$ cat src/sv/olad_pkg.sv
// Shared types and codes for the ordered list block.
// Used by olad_ctrl, olad_dpath and ordered_list_append_delete.
`default_nettype none

package olad_pkg;

   localparam int COUNT_W = 5;

   localparam logic [1:0] OP_APPEND = 2'd0;
   localparam logic [1:0] OP_DELETE = 2'd1;
   localparam logic [1:0] OP_DUMP   = 2'd2;

   localparam logic [1:0] STAT_OK        = 2'd0;
   localparam logic [1:0] STAT_NOT_FOUND = 2'd1;
   localparam logic [1:0] STAT_EMPTY     = 2'd2;
   localparam logic [1:0] STAT_FULL      = 2'd3;

   typedef struct packed {
      logic       accept;
      logic       append;
      logic       ptr_clear;
      logic       scan_run;
      logic       dump_load;
      logic       resp_load;
      logic [1:0] resp_status;
   } cmd_type;

   typedef struct packed {
      logic [1:0] op;
      logic       empty;
      logic       full;
      logic       scan_done;
      logic       found_now;
      logic       dump_last;
      logic       out_free;
   } stat_type;

endpackage

`default_nettype wire

$ cat src/sv/olad_dpath.sv
// Datapath: entry memory, length, scan and dump pointer, output word register.
// Depends on olad_pkg; driven by commands from olad_ctrl.
`default_nettype none

module olad_dpath #(
   parameter int CAPACITY = 16
) (
   input  wire logic               clock,
   input  wire logic               reset,
   input  wire logic [1:0]         req_op,
   input  wire logic signed [31:0] req_value,
   input  wire logic               rsp_ready,
   input  wire olad_pkg::cmd_type  cmd,
   output olad_pkg::stat_type      stat,
   output logic                    rsp_valid,
   output logic [1:0]              rsp_status,
   output logic signed [31:0]      rsp_entry,
   output logic [olad_pkg::COUNT_W-1:0] rsp_count,
   output logic                    rsp_last
);
   import olad_pkg::*;

   localparam int AW = (CAPACITY > 1) ? $clog2(CAPACITY) : 1;
   localparam int LW = $clog2(CAPACITY + 1);

   logic [31:0]         mem [CAPACITY];
   logic [31:0]         rdata_ff;

   logic [1:0]          op_ff, op_in;
   logic [31:0]         value_ff, value_in;
   logic [LW-1:0]       len_ff, len_in;
   logic [LW-1:0]       ptr_ff, ptr_in;
   logic [LW-1:0]       idx_ff, idx_in;
   logic                dvalid_ff, dvalid_in;
   logic                found_ff, found_in;

   logic                out_valid_ff, out_valid_in;
   logic [1:0]          out_status_ff, out_status_in;
   logic [31:0]         out_entry_ff, out_entry_in;
   logic [COUNT_W-1:0]  out_count_ff, out_count_in;
   logic                out_last_ff, out_last_in;

   logic                match;
   logic                found_now;
   logic                scan_done;
   logic                dump_last;
   logic                shift_wr;
   logic [LW-1:0]       shift_idx;
   logic [LW-1:0]       ptr_next;

   assign match     = dvalid_ff && (rdata_ff == value_ff);
   assign found_now = found_ff || match;
   assign scan_done = dvalid_ff && (idx_ff == (len_ff - LW'(1)));
   assign ptr_next  = ptr_ff + LW'(1);
   assign dump_last = (ptr_next == len_ff);
   assign shift_wr  = cmd.scan_run && dvalid_ff && found_ff;
   assign shift_idx = idx_ff - LW'(1);

   assign stat.op        = op_ff;
   assign stat.empty     = (len_ff == '0);
   assign stat.full      = (len_ff >= LW'(CAPACITY));
   assign stat.scan_done = scan_done;
   assign stat.found_now = found_now;
   assign stat.dump_last = dump_last;
   assign stat.out_free  = !out_valid_ff || rsp_ready;

   always_ff @(posedge clock) begin
      if (cmd.append) begin
         mem[len_ff[AW-1:0]] <= value_ff;
      end else if (shift_wr) begin
         mem[shift_idx[AW-1:0]] <= rdata_ff;
      end
      rdata_ff <= mem[ptr_ff[AW-1:0]];
   end

   always_comb begin
      op_in         = op_ff;
      value_in      = value_ff;
      len_in        = len_ff;
      ptr_in        = ptr_ff;
      idx_in        = idx_ff;
      dvalid_in     = dvalid_ff;
      found_in      = found_ff;
      out_valid_in  = out_valid_ff;
      out_status_in = out_status_ff;
      out_entry_in  = out_entry_ff;
      out_count_in  = out_count_ff;
      out_last_in   = out_last_ff;

      if (cmd.accept) begin
         op_in    = req_op;
         value_in = req_value;
      end
      if (cmd.append) begin
         len_in = len_ff + LW'(1);
      end
      if (cmd.ptr_clear) begin
         ptr_in    = '0;
         dvalid_in = 1'b0;
         found_in  = 1'b0;
      end
      if (cmd.scan_run) begin
         dvalid_in = (ptr_ff < len_ff);
         found_in  = found_now;
         if (ptr_ff < len_ff) begin
            ptr_in = ptr_next;
            idx_in = ptr_ff;
         end
         if (scan_done && found_now) begin
            len_in = len_ff - LW'(1);
         end
      end

      if (cmd.dump_load) begin
         ptr_in        = ptr_next;
         out_valid_in  = 1'b1;
         out_status_in = STAT_OK;
         out_entry_in  = rdata_ff;
         out_count_in  = COUNT_W'(len_ff);
         out_last_in   = dump_last;
      end else if (cmd.resp_load) begin
         out_valid_in  = 1'b1;
         out_status_in = cmd.resp_status;
         out_entry_in  = (op_ff == OP_DUMP) ? 32'd0 : value_ff;
         out_count_in  = COUNT_W'(len_ff);
         out_last_in   = 1'b1;
      end else if (rsp_ready) begin
         out_valid_in = 1'b0;
      end
   end

   always_ff @(posedge clock) begin
      if (reset) begin
         len_ff       <= '0;
         ptr_ff       <= '0;
         dvalid_ff    <= 1'b0;
         found_ff     <= 1'b0;
         out_valid_ff <= 1'b0;
      end else begin
         len_ff       <= len_in;
         ptr_ff       <= ptr_in;
         dvalid_ff    <= dvalid_in;
         found_ff     <= found_in;
         out_valid_ff <= out_valid_in;
      end
   end

   always_ff @(posedge clock) begin
      op_ff         <= op_in;
      value_ff      <= value_in;
      idx_ff        <= idx_in;
      out_status_ff <= out_status_in;
      out_entry_ff  <= out_entry_in;
      out_count_ff  <= out_count_in;
      out_last_ff   <= out_last_in;
   end

   assign rsp_valid  = out_valid_ff;
   assign rsp_status = out_status_ff;
   assign rsp_entry  = out_entry_ff;
   assign rsp_count  = out_count_ff;
   assign rsp_last   = out_last_ff;

`ifndef SYNTHESIS
   a_len_bound: assert property (@(posedge clock) disable iff (reset)
      len_ff <= LW'(CAPACITY))
      else $error("length beyond capacity");
   a_append_room: assert property (@(posedge clock) disable iff (reset)
      cmd.append |-> (len_ff < LW'(CAPACITY)))
      else $error("append into full list");
   a_dump_slot: assert property (@(posedge clock) disable iff (reset)
      cmd.dump_load |-> !out_valid_ff)
      else $error("dump word overwrites pending word");
   a_resp_slot: assert property (@(posedge clock) disable iff (reset)
      cmd.resp_load |-> (!out_valid_ff || rsp_ready))
      else $error("result overwrites pending word");
   a_delete_len: assert property (@(posedge clock) disable iff (reset)
      (cmd.scan_run && scan_done && found_now) |=> (len_ff == $past(len_ff) - LW'(1)))
      else $error("delete did not shrink list");
`endif

endmodule

`default_nettype wire

$ cat src/sv/olad_ctrl.sv
// Controller state machine: sequences append, delete scan, dump and results.
// Depends on olad_pkg; commands olad_dpath.
`default_nettype none

module olad_ctrl (
   input  wire logic               clock,
   input  wire logic               reset,
   input  wire logic               req_valid,
   output logic                    req_ready,
   input  wire olad_pkg::stat_type stat,
   output olad_pkg::cmd_type       cmd
);
   import olad_pkg::*;

   typedef enum logic [5:0] {
      S_IDLE    = 6'b000001,
      S_EXEC    = 6'b000010,
      S_SCAN    = 6'b000100,
      S_DUMP_RD = 6'b001000,
      S_DUMP_LD = 6'b010000,
      S_RESP    = 6'b100000
   } state_type;

   state_type  state_ff, state_in;
   logic [1:0] status_ff, status_in;

   assign req_ready = (state_ff == S_IDLE);

   always_comb begin
      state_in        = state_ff;
      status_in       = status_ff;
      cmd             = '0;
      cmd.resp_status = status_ff;

      unique case (state_ff)
         S_IDLE: begin
            if (req_valid) begin
               cmd.accept = 1'b1;
               state_in   = S_EXEC;
            end
         end
         S_EXEC: begin
            state_in  = S_RESP;
            status_in = STAT_OK;
            unique case (stat.op)
               OP_APPEND: begin
                  if (stat.full) begin
                     status_in = STAT_FULL;
                  end else begin
                     cmd.append = 1'b1;
                  end
               end
               OP_DELETE: begin
                  if (stat.empty) begin
                     status_in = STAT_EMPTY;
                  end else begin
                     cmd.ptr_clear = 1'b1;
                     state_in      = S_SCAN;
                  end
               end
               OP_DUMP: begin
                  if (stat.empty) begin
                     status_in = STAT_EMPTY;
                  end else begin
                     cmd.ptr_clear = 1'b1;
                     state_in      = S_DUMP_RD;
                  end
               end
               default: begin
                  status_in = STAT_OK;
               end
            endcase
         end
         S_SCAN: begin
            cmd.scan_run = 1'b1;
            if (stat.scan_done) begin
               status_in = stat.found_now ? STAT_OK : STAT_NOT_FOUND;
               state_in  = S_RESP;
            end
         end
         S_DUMP_RD: begin
            if (stat.out_free) begin
               state_in = S_DUMP_LD;
            end
         end
         S_DUMP_LD: begin
            cmd.dump_load = 1'b1;
            state_in      = stat.dump_last ? S_IDLE : S_DUMP_RD;
         end
         S_RESP: begin
            if (stat.out_free) begin
               cmd.resp_load = 1'b1;
               state_in      = S_IDLE;
            end
         end
         default: begin
            state_in = S_IDLE;
         end
      endcase
   end

   always_ff @(posedge clock) begin
      if (reset) begin
         state_ff <= S_IDLE;
      end else begin
         state_ff <= state_in;
      end
   end

   always_ff @(posedge clock) begin
      status_ff <= status_in;
   end

`ifndef SYNTHESIS
   a_accept_idle: assert property (@(posedge clock) disable iff (reset)
      cmd.accept |=> (state_ff == S_EXEC))
      else $error("accept did not start execution");
   a_scan_ends: assert property (@(posedge clock) disable iff (reset)
      (state_ff == S_SCAN && stat.scan_done) |=> (state_ff == S_RESP))
      else $error("scan end not followed by result");
   a_one_load: assert property (@(posedge clock) disable iff (reset)
      !(cmd.dump_load && cmd.resp_load))
      else $error("two output loads in one cycle");
`endif

endmodule

`default_nettype wire

$ cat src/sv/ordered_list_append_delete.sv
// Ordered list of signed 32-bit values with append, delete-first-match and dump.
// An append or an unused op code goes from acceptance through execute to its result word;
// a delete scans the list with one entry compared and shifted down per cycle
// through the single registered read port of the entry memory; a dump gives each
// word by a memory read, then an output load, while the consumer keeps up.
// A new request is taken once the last result is in the output register, even if
// that word has not yet been taken. Entries are undefined until appended.
// Depends on olad_pkg, olad_ctrl and olad_dpath.
`default_nettype none

module ordered_list_append_delete #(
   parameter int CAPACITY = 16
) (
   input  wire logic               clock,
   input  wire logic               reset,
   input  wire logic               req_valid,
   output logic                    req_ready,
   input  wire logic [1:0]         req_op,
   input  wire logic signed [31:0] req_value,
   output logic                    rsp_valid,
   input  wire logic               rsp_ready,
   output logic [1:0]              rsp_status,
   output logic signed [31:0]      rsp_entry,
   output logic [olad_pkg::COUNT_W-1:0] rsp_count,
   output logic                    rsp_last
);
   import olad_pkg::*;

   cmd_type  cmd;
   stat_type stat;

   olad_ctrl u_ctrl (
      .clock     (clock),
      .reset     (reset),
      .req_valid (req_valid),
      .req_ready (req_ready),
      .stat      (stat),
      .cmd       (cmd)
   );

   olad_dpath #(
      .CAPACITY (CAPACITY)
   ) u_dpath (
      .clock      (clock),
      .reset      (reset),
      .req_op     (req_op),
      .req_value  (req_value),
      .rsp_ready  (rsp_ready),
      .cmd        (cmd),
      .stat       (stat),
      .rsp_valid  (rsp_valid),
      .rsp_status (rsp_status),
      .rsp_entry  (rsp_entry),
      .rsp_count  (rsp_count),
      .rsp_last   (rsp_last)
   );

endmodule

`default_nettype wire
$ cat config.mk
export PLATFORM = sky130hd
export DESIGN_NAME = ordered_list_append_delete
export DESIGN_NICKNAME = d
export VERILOG_FILES = /design/src/sv/olad_pkg.sv /design/src/sv/olad_dpath.sv /design/src/sv/olad_ctrl.sv /design/src/sv/ordered_list_append_delete.sv
export SDC_FILE = /design/constraint.sdc
export NUM_CORES = 1
export LEC_CHECK = 0
export ABC_AREA = 1
export BUFFER_PORTS_ARGS = -buffer_cell sky130_fd_sc_hd__buf_4
export CORE_ASPECT_RATIO = 0.8
export CORE_MARGIN = 2
export CORE_UTILIZATION = 62
export CTS_CLUSTER_SIZE = 12
export DETAILED_ROUTE_END_ITERATION = 10
export PLACE_DENSITY_LB_ADDON = 0.12
export SYNTH_ARGS = -nofsm -noshare
export SYNTH_HDL_FRONTEND = slang
export SYNTH_SLANG_ARGS = --single-unit
$ cat constraint.sdc
create_clock -name clock -period 4.3 [get_ports clock]
set_input_delay 0.215 -clock clock [delete_from_list [all_inputs] [get_ports clock]]
set_output_delay 0.215 -clock clock [all_outputs]
set_load 0.02 [all_outputs]
# After elaboration in Yosys (flattened, before gate mapping)
# Memory sizes are Yosys's and may differ from the RTL's. A register that Yosys moved wholly into a read port is not among the register bits.
# Index checks and enable logic that the tools add are counted.
[classes]
shifts = 0
n_reduce_logical = 19
n_mux = 54
order_cmp = 2
n_bitwise = 0
add_sub_neg = 4
multipliers = 0
eq_ne = 15
div_mod_pow = 0
[op_table]
columns = ["op", "count"]
rows = [
  ["32-bit two-way mux", 4],
  ["5-bit two-way mux", 9],
  ["6-bit two-way mux", 6],
  ["6-bit one-hot mux with 6 select lines", 1],
  ["32-bit == test", 1],
  ["32-bit OR reduction", 1],
  ["1-bit two-way mux", 25],
  ["6-bit one-hot mux with 2 select lines", 1],
  ["5-bit by 1-bit adder with 5-bit output, second input constant", 2],
  ["5-bit == test", 2],
  ["2-bit two-way mux", 4],
  ["4-bit two-way mux", 2],
  ["2-bit one-hot mux with 2 select lines", 2],
  ["6-bit by 1-bit == test with 1-bit output, second input constant", 1],
  ["6-bit by 2-bit == test with 1-bit output, second input constant", 1],
  ["6-bit by 3-bit == test with 1-bit output, second input constant", 1],
  ["6-bit by 4-bit == test with 1-bit output, second input constant", 1],
  ["6-bit by 5-bit == test with 1-bit output, second input constant", 1],
  ["6-bit == test, second input constant", 1],
  ["2-bit inequality test, second input constant", 3],
  ["2-bit nonzero test", 3],
  ["5-bit >= comparator, second input constant", 1],
  ["1-bit logical AND", 5],
  ["5-bit zero test", 1],
  ["13 further kinds", 15],
]
[totals]
mem_bits_rw = 512
n_memories = 1
mem_bits_ro = 0
in_bits = 38
reg_bits = 100
latch_bits = 0
output_inout_bits = 42
[mem_list]
columns = ["memory", "depth", "width", "read_ports", "rd_ports_with_merged_regs", "wr", "line", "rtl"]
rows = [
  ["u_dpath.mem", 16, 32, 1, 1, 1, "olad_dpath.sv:26", "logic [31:0] mem [CAPACITY];"],
]

# Depth between registers and ports, before layout
[logic_depth]
ltp_word = 9
ltp_mapped = 14

# Modules after synthesis
# Synthesis repeated with hierarchy kept, for this count alone.
[hier_totals]
cells_unflattened = 2014
hier_area_um2 = 25512.0
[by_module_without_submodules]
columns = ["mod", "cells_per_inst", "instances", "area_each_um2", "seq_area_each_um2"]
rows = [
  ["olad_dpath", 1924, 1, 24900.1, 18627.9],
  ["olad_ctrl", 90, 1, 611.8, 180.2],
]

# Least setup slack after synthesis
# OpenSTA, ideal clock, no wires.
[synth_path]
path_type = "register to register"
startpoint = "register, netlist name u_dpath.len_ff[0]"
endpoint = "register u_dpath.op_ff[0] (enable)"
path_buffers = 0
t_required_ps = 3875
t_arrival_ps = 3029
path_slack_ps = 846
stages_incl_launch_ff = 13
cell_sequence = "dfxtp_1 -> inv_1 -> ha_1 -> inv_1 -> a21oi_1 -> nand4_1 -> nor2_1 -> nand2_1 -> nor2_2 -> inv_2 -> nand2_4 -> nand3_2 -> nor2_1"
[synth_rtl]
columns = ["item", "line", "rtl"]
rows = [
  ["end signal, assigned", "olad_dpath.sv:149", "op_ff <= op_in;"],
  ["end, declared", "olad_dpath.sv:29", "logic [1:0] op_ff, op_in;"],
]

# Worst setup path in the final report
[layout_path]
startpoint = "register u_ctrl.state_ff[1]"
endpoint = "memory u_dpath.mem[8][11] (enable)"
[layout_between]
elab_chain_len = 9
[layout_rtl]
columns = ["item", "line", "rtl"]
rows = [
  ["start, declared", "olad_ctrl.sv:24", "state_type state_ff, state_in;"],
  ["start signal, assigned", "olad_ctrl.sv:106", "state_ff <= state_in;"],
  ["6-bit by 3-bit == test with 1-bit output", "olad_ctrl.sv:35", "unique case (state_ff)"],
  ["1-bit two-way mux", "olad_ctrl.sv:35", ""],
  ["1-bit logical AND (2 in series)", "olad_dpath.sv:56", "assign shift_wr = cmd.scan_run && dvalid_ff && found_ff;"],
  ["1-bit two-way mux", "olad_dpath.sv:70", "end else if (shift_wr) begin"],
  ["1-bit two-way mux", "olad_dpath.sv:68", "if (cmd.append) begin"],
  ["1-bit two-way mux (not written as such)", "olad_dpath.sv:71", "mem[shift_idx[AW-1:0]] <= rdata_ff;"],
  ["32-bit OR reduction (no line)", "--", ""],
  ["4-bit two-way mux (no line) / 1-bit two-way mux (equally long branches)", "--", ""],
  ["end, declared", "olad_dpath.sv:26", ""],
]
# Several ways; a longest one is shown, not always the timed one.

==> results.json <==
{
  "status": "completed",
  "hold_viol": 0,
  "tritoncts": "built",
  "final_nets": 2110,
  "holdBufCountCts": 37,
  "crit_slowest_cell": "nor2_4",
  "slowest_delay_ns": 0.60,
  "async_reset_ff_share_pct": 0,
  "grt_usage_pct": 29.13,
  "ys_seq_elements": 644,
  "dpl_cell_area_um2": 27230,
  "setup_viol": 0,
  "synthToLayoutAreaGrowth_pct": 13.82,
  "p_total_mw": 13.26,
  "overflow": 0,
  "portBuffers": 79,
  "fin_area_um2": 29400,
  "cp-start-kind": "flip-flop",
  "tns_ns": 0,
  "yosys_warnings": 0,
  "yosysSeqAreaShare_pct": 72.81,
  "syn_inst": 1934,
  "first_pass_iters": 5,
  "dieArea_um2": 43320,
  "fin_crit_sh_pct": 76.40,
  "power_density_nw_per_um2": 450.8,
  "vias": 16410,
  "grt_pass1_wl_um": 94500,
  "start_util_pct": 63.20,
  "rsz0062_at_grt": "no",
  "path_buf_inv": 3,
  "cts_setup_buffers": 0,
  "drv_cap": 0,
  "max_slew_margin_pct": 15.69,
  "io_pins": 80,
  "routed_wl_um": 62760,
  "path_max_fanout": 40,
  "drcViolationCount": 0,
  "drive_gt1_share_pct": 12.26,
  "grt_pass1_vias": 15690,
  "synth.top_cells.by_area": "edfxtp_1 69%, dfxtp_1 4.1%, o21ai_0 4.0%, mux2i_1 3.8%, nor2_1 3.7%",
  "num_rows": 66,
  "setup_ws_ns": 1.015,
  "layout_common_cells": "591 x edfxtp_1, 237 x nor2_1, 206 x o21ai_0",
  "clk_pin_slew_worst_paths_ns": 0.06,
  "syn_area_um2": 25830,
  "final_antenna_net_count": 0,
  "via_per_inst": 6.180,
  "crit_top_cell": "nand2_1",
  "gp_congestion": 0.8796,
  "cpLargestDelayFamily": "simple AND/OR/NAND/NOR gates",
  "fin_util_pct": 71.93,
  "grt_max_degree": 141,
  "total_leakage_power_nw": 9.896,
  "worst_pin_slew_ns": 1.263,
  "fin_cells": 2656,
  "hold_path_class": "in2reg",
  "required_ns": 4.58,
  "synth_top_area_cell": "edfxtp_1",
  "root_buffer": "clkbuf_16",
  "vdd_drop_max_mv": 0.4270,
  "drv_slew": 0,
  "die_h_um": 186.6,
  "drtIter0Drc": 2132,
  "antenna_found_initial": 1,
  "syn_avg_cell_area_um2": 13.36,
  "path_cells": "inv_2 > nand2_1 > nor3_2 > nand2_2 > clkinv_4 > nand3_4 > o21ai_1 > nand2_1 > nor2_4 > buf_4",
  "hpwl_um": 37590,
  "cts_made_buffers": 61,
  "htree_num_levels": 2,
  "clkLatencyLatePin_ns": 0.62,
  "dp_slack_ns": 1.033,
  "place_inst": 2503,
  "final_common_cell": "edfxtp_1",
  "core_um2": 40880,
  "crit_path_end_kind": "flip-flop",
  "cts_resized": 0,
  "crit_arrival_ns": 3.57,
  "synth_ff_type": "edfxtp_1",
  "synth.net_count": 1985,
  "wire_per_inst_um": 23.63,
  "critical_path_class": "reg2reg",
  "synth_edf_count": 591,
  "num_antenna_cells": 0,
  "fin_worst_skew_ns": 0.02410,
  "synth_top_area_share_pct": 68.70,
  "fin_crit_ns": 3.285,
  "yosysUniqueCellTypes": 41,
  "cts_buffer_depth": 3,
  "hold-worst-slack_ns": 0.3235,
  "max_freq_mhz": 304.4,
  "cts.sinks": 644,
  "die_width_um": 232.2
}
-- routing by layer --
| metal | GRT usage (%) | vias up | part of all wire (%) |
|---|---|---|---|
| li1 | - | 7418 | - |
| met4 | 9.763 | 0 | 3.1 |
| met5 | 0 | - | 0 |
| met2 | 43.33 | 873 | 45 |
| met1 | 43.91 | 8005 | 42 |
| met3 | 5.287 | 117 | 9.3 |
-- registers in the layout (all words and copies together), names as in the netlist --
name and count:
u_dpath.rsp_valid 1, u_dpath.found_ff 1, u_ctrl.status_ff 2, u_dpath.dvalid_ff 1, u_dpath.len_ff 5, u_dpath.rdata_ff 32, u_dpath.rsp_count 5, u_dpath.mem 512
u_dpath.op_ff 2, u_dpath.rsp_last 1, u_ctrl.state_ff 6, u_dpath.rsp_status 2, u_dpath.value_ff 32, u_dpath.ptr_ff 5, u_dpath.idx_ff 5, u_dpath.rsp_entry 32
-- logic make-up (layout without fill, tap and decap cells) --
logic type	after synthesis	count (layout)	synth area share, %
AO/OA/AOI/OAI	393	393	9.716
AND/OR/NAND/NOR	546	546	8.815
multiplexers	97	97	3.759
buffers and inverters	219	397	3.526
XOR/XNOR	22	22	0.7459
flip-flops	644	644	72.81
adder cells (fa/ha/maj)	13	13	0.6297
-- cells in the mapped netlist (8+ instances only) --
cell      count
nand3_1      83
o221ai_1     97
edfxtp_1    591
nor3_1       14
o22ai_1      10
xor2_1        9
o32ai_1      23
xnor2_1      13
inv_1        95
o21ai_0     206
ha_1         13
buf_2        28
nand4_1      10
dfxtp_1      53
nand2_1     169
buf_4        10
clkbuf_1     65
nor2_1      254
inv_2         8
mux2i_1      97
o21ai_1       9
a21oi_1      17
buf_1         9
o211ai_1     24
-- worst paths after layout --
kind | from | to | slack (ns) | cells past startpoint
worst max-delay path | u_ctrl.state_ff[1]$_SDFFE_PP0P_ | u_dpath.mem[8][11]$_DFFE_PP_ | 1.01 | 10
worst min-delay path | req_value[26] | u_dpath.value_ff[26]$_DFFE_PP_ | 0.32 | 2
worst max register to register | u_ctrl.state_ff[1]$_SDFFE_PP0P_ | u_dpath.mem[8][11]$_DFFE_PP_ | 1.01 | 10
worst min register to register | u_ctrl.state_ff[1]$_SDFFE_PP0P_ | u_ctrl.state_ff[1]$_SDFFE_PP0P_ | 0.47 | 2
-- cell type report --
cell class	count	area [um^2]
flip-flops and latches	644	18820
repair buffers	176	1451
clock buffers	111	1745
well taps	544	680.7
inverters	105	401.6
multi-input cells	1071	6243
clock inverters	5	60.06
fillers	2687	11470
-- report_power, final --
| part | internal (mW) | switching [mW] | leakage (nW) |
|---|---|---|---|
| clock | 2.73 | 2.22 | 0.858 |
| sequential | 7.23 | 0.102 | 5.79 |
| combinational | 0.290 | 0.682 | 3.25 |
| total | 10.2 | 3.01 | 9.90 |
No activity file was read; power rests on OpenSTA's default activity.
